`src/design/triangle_tangent_vector_assert.svh`:
```
// Assertion macros for the triangle tangent vector block.
// Used by modules that check their own control logic; no other dependencies.
`ifndef TRIANGLE_TANGENT_VECTOR_ASSERT_SVH
`define TRIANGLE_TANGENT_VECTOR_ASSERT_SVH

// Assertion with an explicit clock and active-low reset.
`define TTV_ASSERT_CLK(label, clk, rst_n, prop, msg) \
  label: assert property (@(posedge clk) disable iff (!rst_n) prop) else $error(msg);

// Assertion on the house clock and reset names.
`define TTV_ASSERT(label, prop, msg) \
  `TTV_ASSERT_CLK(label, clk_i, rst_ni, prop, msg)

`endif

```
`src/design/ttv_pkg.sv`:
```
// Shared types and constants for the triangle tangent vector block.
// No dependencies; used by the interfaces, controller, datapath and top level.
package ttv_pkg;

  localparam int unsigned COORD_WIDTH_DEF   = 32;
  localparam int unsigned OUT_FRAC_BITS_DEF = 14;
  localparam int unsigned TANGENT_WIDTH     = 16;

  localparam logic [1:0] CORNER_0  = 2'd0;
  localparam logic [1:0] CORNER_1  = 2'd1;
  localparam logic [1:0] CORNER_2  = 2'd2;
  localparam logic [1:0] COMP_X    = 2'd0;
  localparam logic [1:0] COMP_Y    = 2'd1;
  localparam logic [1:0] COMP_LAST = 2'd2;

  // Products taken by the shared shift-add multiplier, in issue order.
  typedef enum logic [3:0] {
    OP_DET_A, OP_DET_B,
    OP_TX_A, OP_TX_B,
    OP_TY_A, OP_TY_B,
    OP_TZ_A, OP_TZ_B,
    OP_SQ_X, OP_SQ_Y, OP_SQ_Z
  } mul_op_e;

  typedef enum logic [3:0] {
    ST_IDLE, ST_MUL_GO, ST_MUL_RUN, ST_CHECK,
    ST_DIV_GO, ST_DIV_RUN, ST_SQRT_GO, ST_SQRT_RUN, ST_FIN
  } ctrl_state_e;

  typedef struct packed {
    logic       take;
    logic       mul_start;
    logic       mul_step;
    logic       mul_store;
    logic       div_start;
    logic       div_step;
    logic       sqrt_start;
    logic       sqrt_step;
    logic       res_store;
    logic       out_load;
    mul_op_e    op;
    logic [1:0] comp;
  } ttv_cmd_t;

  typedef struct packed {
    logic unit_done;
    logic degen;
  } ttv_status_t;

endpackage

```
`src/design/ttv_ctrl.sv`:
```
// Controller: sequences corner intake, products, divisions and square roots.
// Depends on ttv_pkg and the assertion macro header.
`include "triangle_tangent_vector_assert.svh"

module ttv_ctrl (
  input  logic                 clk_i,
  input  logic                 rst_ni,
  input  logic                 in_valid_i,
  output logic                 in_ready_o,
  input  logic [1:0]           corner_i,
  output logic                 out_valid_o,
  input  logic                 out_ready_i,
  output ttv_pkg::ttv_cmd_t    cmd_o,
  input  ttv_pkg::ttv_status_t status_i
);
  ttv_pkg::ctrl_state_e state_q, state_d;
  ttv_pkg::mul_op_e     op_q, op_d;
  logic [1:0]           comp_q, comp_d;
  logic                 out_valid_q, out_valid_d;

  always_ff @(posedge clk_i or negedge rst_ni) begin
    if (!rst_ni) begin
      state_q     <= ttv_pkg::ST_IDLE;
      op_q        <= ttv_pkg::OP_DET_A;
      comp_q      <= ttv_pkg::COMP_X;
      out_valid_q <= 1'b0;
    end else begin
      state_q     <= state_d;
      op_q        <= op_d;
      comp_q      <= comp_d;
      out_valid_q <= out_valid_d;
    end
  end

  always_comb begin
    state_d    = state_q;
    op_d       = op_q;
    comp_d     = comp_q;
    cmd_o      = '0;
    cmd_o.op   = op_q;
    cmd_o.comp = comp_q;
    in_ready_o = 1'b0;

    unique case (state_q)
      ttv_pkg::ST_IDLE: begin
        in_ready_o = 1'b1;
        if (in_valid_i) begin
          cmd_o.take = 1'b1;
          if (corner_i == ttv_pkg::CORNER_2) begin
            op_d    = ttv_pkg::OP_DET_A;
            state_d = ttv_pkg::ST_MUL_GO;
          end
        end
      end
      ttv_pkg::ST_MUL_GO: begin
        cmd_o.mul_start = 1'b1;
        state_d         = ttv_pkg::ST_MUL_RUN;
      end
      ttv_pkg::ST_MUL_RUN: begin
        if (!status_i.unit_done) begin
          cmd_o.mul_step = 1'b1;
        end else begin
          cmd_o.mul_store = 1'b1;
          if (op_q == ttv_pkg::OP_SQ_Z) begin
            comp_d  = ttv_pkg::COMP_X;
            state_d = ttv_pkg::ST_CHECK;
          end else begin
            op_d    = ttv_pkg::mul_op_e'(op_q + 4'd1);
            state_d = ttv_pkg::ST_MUL_GO;
          end
        end
      end
      ttv_pkg::ST_CHECK: begin
        // skip normalization on a flat mapping or a null tangent
        state_d = status_i.degen ? ttv_pkg::ST_FIN : ttv_pkg::ST_DIV_GO;
      end
      ttv_pkg::ST_DIV_GO: begin
        cmd_o.div_start = 1'b1;
        state_d         = ttv_pkg::ST_DIV_RUN;
      end
      ttv_pkg::ST_DIV_RUN: begin
        if (!status_i.unit_done) cmd_o.div_step = 1'b1;
        else state_d = ttv_pkg::ST_SQRT_GO;
      end
      ttv_pkg::ST_SQRT_GO: begin
        cmd_o.sqrt_start = 1'b1;
        state_d          = ttv_pkg::ST_SQRT_RUN;
      end
      ttv_pkg::ST_SQRT_RUN: begin
        if (!status_i.unit_done) begin
          cmd_o.sqrt_step = 1'b1;
        end else begin
          cmd_o.res_store = 1'b1;
          if (comp_q == ttv_pkg::COMP_LAST) begin
            state_d = ttv_pkg::ST_FIN;
          end else begin
            comp_d  = comp_q + 2'd1;
            state_d = ttv_pkg::ST_DIV_GO;
          end
        end
      end
      ttv_pkg::ST_FIN: begin
        if (!out_valid_q || out_ready_i) begin
          cmd_o.out_load = 1'b1;
          state_d        = ttv_pkg::ST_IDLE;
        end
      end
      default: state_d = ttv_pkg::ST_IDLE;
    endcase
  end

  always_comb begin
    out_valid_d = out_valid_q;
    if (cmd_o.out_load) out_valid_d = 1'b1;
    else if (out_ready_i) out_valid_d = 1'b0;
  end

  assign out_valid_o = out_valid_q;

  `TTV_ASSERT(a_load_free, cmd_o.out_load |-> (!out_valid_q || out_ready_i), "result overwritten")
  `TTV_ASSERT(a_load_shows, cmd_o.out_load |=> out_valid_q, "loaded result not shown")
  `TTV_ASSERT(a_idle_quiet, in_ready_o |-> !(cmd_o.mul_step || cmd_o.div_step || cmd_o.sqrt_step), "unit runs while taking items")
  `TTV_ASSERT(a_store_done, cmd_o.mul_store |-> status_i.unit_done, "product stored before done")
endmodule

```
`config.mk`:
```
export PLATFORM = sky130hd
export DESIGN_NAME = ttv_ctrl
export DESIGN_NICKNAME = d
export VERILOG_FILES = /design/src/design/ttv_pkg.sv /design/src/design/ttv_ctrl.sv
export VERILOG_INCLUDE_DIRS = /design/src /design/src/design
export SDC_FILE = /design/constraint.sdc
export NUM_CORES = 1
export LEC_CHECK = 0
export BUFFER_PORTS_ARGS = -buffer_cell sky130_fd_sc_hd__buf_2
export CAP_MARGIN = 20
export CORE_ASPECT_RATIO = 0.9
export CORE_MARGIN = 1
export CORE_UTILIZATION = 44
export DETAILED_ROUTE_END_ITERATION = 7
export PLACE_DENSITY = 0.79
export SLEW_MARGIN = 5
export SYNTH_ARGS = -nofsm -noshare
export SYNTH_HDL_FRONTEND = slang
export SYNTH_SLANG_ARGS = --single-unit
```
`constraint.sdc`:
```
create_clock -name clk_i -period 1.58 [get_ports clk_i]
set_input_delay 0.395 -clock clk_i [delete_from_list [all_inputs] [get_ports clk_i]]
set_output_delay 0.395 -clock clk_i [all_outputs]
set_load 0.01 [all_outputs]
```
==> impl_metrics.ini <==
[status]
outcome = finished with violations
failed_checks = setup timing

[drt]
wl_per_cell_um = 18.1
drtAntennaViolNets = 0
drc = 0
viasPerCell = 5.76
first_pass_iters = 4
vias = 991
drt_iter0_drc = 29
totalWireLength_um = 3120

[sta]
rsz0062_at_grt = true
tightest_slew_ns = 0.420
period_minus_slack_ns = 1.97
finalCritPeriodShare_pct = 125
layout_setup_ws_ns = -0.388
fmax_mhz = 508
hold_violations = 0
skew_ns = 0.00456
setup_viol = 20
slew_headroom_pct = 72.0
drv_slew = 0
finalSetupTns_ns = -3.73

[setup_path]
ff2ff_path_depth = 6
r2r_start = state_q[2]$_DFFE_PN0P_
startpoint_type = register
r2r-end = op_q[3]$_DFFE_PN0P_
critical_path_required_ns = 1.18
cp_data_arrival_time_ns = 1.57
crit_path_end_kind = primary output
reg2reg_slack_ns = -0.16
crit_type = reg2out
critPathMaxFanout = 4

[grt]
grt-ovfl-total = 0
grt_pass1_vias = 887
grt_use_total_pct = 29.2
antenna_found_initial = 0
grt_max_degree = 17
grt_pass1_wl_um = 4110

[pwr]
irDropWorstVdd_uv = 1170
pwr_density_cell_nw_per_um2 = 1470
total_power_uw = 2110
leakagePower_uw = 0.000671

[floorplan]
core_um2 = 1700
die_w_um = 47.2
dieArea_um2 = 2010
row_count = 14
die_height_um = 42.7
initial_utilization_pct = 47.6
ios = 26

[clock_network]
cts_root_buf = clkbuf_4
clkSlewWorstSetupHoldPaths_ns = 0.08
numCtsBuffers = 3
clock-sinks = 11
cts_max_path_buffers = 2
htreeDepth = 1
clock_latency_ns = 0.27
cts_tree = yes

[min_path]
hp-class = in2reg
min_from = out_ready_i
hold_end = out_valid_o$_DFFE_PN0P_
holdPathStages = 3

[logic_synthesis]
netlist_instances = 93
ys_seq_area_share_pct = 34.1
syn_area_per_cell_um2 = 8.69
syn_area_um2 = 808
ys_warn_count = 0
synth_nets = 104
ys_seq_elements = 11
synth_ff_type = dfrtp_1
yosysUniqueCellTypes = 38
synth_edf_count = 0
async_flop_share_pct = 100

[finish]
drive_gt1_share_pct = 62.8
fin_util_pct = 84.1
area_growth_pct = 76.8
final.fill_count = 87
antennaDiodeCount = 0
multi_input_area_um2 = 627
ff_latch_area_um2 = 277
final_area_um2 = 1430
nets = 160

[placed_design]
globalplace.congestion = 0.801
io_buffers = 25
post_dp_cell_area_um2 = 1080
place_hpwl_um = 1670

[flow_run]
maxCapViolCount = 0
-- logic make-up (layout without fill, tap and decap cells) --
kind of cell / after synthesis / count (layout) / synth area share, %
AO/OA/AOI/OAI: 24 / 24 / 20.7
XOR/XNOR: 1 / 1 / 1.08
adder cells (fa/ha/maj): 3 / 3 / 4.64
buffers and inverters: 11 / 66 / 8.05
flip-flops: 11 / 11 / 34.1
multiplexers: 1 / 1 / 1.24
AND/OR/NAND/NOR: 42 / 42 / 30.2
-- how the worst max path moves through the flow --
stage	from	endpoint	slack, ns	depth (start not counted)
3_5_place_dp	state_q[2]$_DFFE_PN0P_	cmd_o[13]	-0.04	3
4_1_cts	state_q[2]$_DFFE_PN0P_	cmd_o[15]	-0.32	5
3_3_place_gp	state_q[0]$_DFFE_PN0P_	cmd_o[13]	-0.02	3
2_1_floorplan	state_q[3]$_DFFE_PN0P_	cmd_o[13]	-0.03	4
5_1_grt	state_q[0]$_DFFE_PN0P_	cmd_o[12]	-0.42	6
6_report	state_q[0]$_DFFE_PN0P_	cmd_o[12]	-0.39	6
-- power breakdown --
part / internal, uW / leakage (uW) / switching, uW / total, uW
registers: 351 / 0.000147 / 86.1 / 438
logic: 755 / 0.000509 / 712 / 1470
clock network: 97.6 / 0.0000150 / 102 / 200
total: 1200 / 0.000671 / 900 / 2110
-- layout by cell type (no fill, tap or decap), types with 4 or more instances in the layout --
cell type and count:
buf_6 18, dfrtp_1 10, o21ai_1 6, buf_4 18
buf_2 22, nand2_1 4, nor3_2 4, nor2_4 4
-- per-stage QoR --
stage                     hold slack (ns)  worst slack [ns]  std cells
after floorplan                    0.0994           -0.0280         93
after global placement              0.279           -0.0188        153
after detailed placement            0.284           -0.0419        153
after CTS                           0.414            -0.321        168
after global routing                0.435            -0.418        172
final                               0.427            -0.388        172
-- state kept, by name, indices dropped and copies added (netlist names) --
signal and flops:
comp_q 2, op_q 4, state_q 4, out_valid_o 1
-- cells in the mapped netlist, types with 3 or more instances --
library cell  number  share of area (%)
nor2b_1            3                2.3
and2_1             3                2.3
inv_1              3                1.4
nor2_1             6                2.8
nand2b_1           5                3.9
o21ai_1            9                5.6
nor3_1             8                5.0
ha_1               3                4.6
clkbuf_1           3                1.4
nand2_1            6                2.8
dfrtp_1           11                 34
-- cell type report --
| type | instances | area share (%) |
|---|---|---|
| inverters | 3 | 0.788 |
| well taps | 24 | 2.10 |
| clock buffers | 4 | 1.84 |
| flip-flops and latches | 11 | 19.4 |
| repair buffers | 59 | 32.0 |
| multi-input cells | 71 | 43.9 |
-- worst max-delay path, stage by stage (launching register included) --
cell	delay (ns)
dfrtp_2	0.45
buf_6	0.13
buf_4	0.12
nand2b_4	0.15
nor3_4	0.14
and2_1	0.18
buf_2	0.14
-- repair_timing --
action / in CTS / in global routing
resized for setup: 24 / 26
cloned: 0 / 0
hold buffers: 1 / 0
setup buffers: 10 / 5
pin swaps: 7 / 11
endpoints found under the setup margin: 13 / 20
endpoints found under the hold margin: 11 / 0
-- metal layers --
layer | vias to the layer above | wire length (um) | global-route usage, %
met4 | 0 | 60 | 9.14
met1 | 491 | 1250 | 38.9
met2 | 42 | 1620 | 47.5
met3 | 10 | 181 | 4.68
li1 | 448 | - | -
met5 | - | 0 | 0
(Power assumes the default switching activity.)
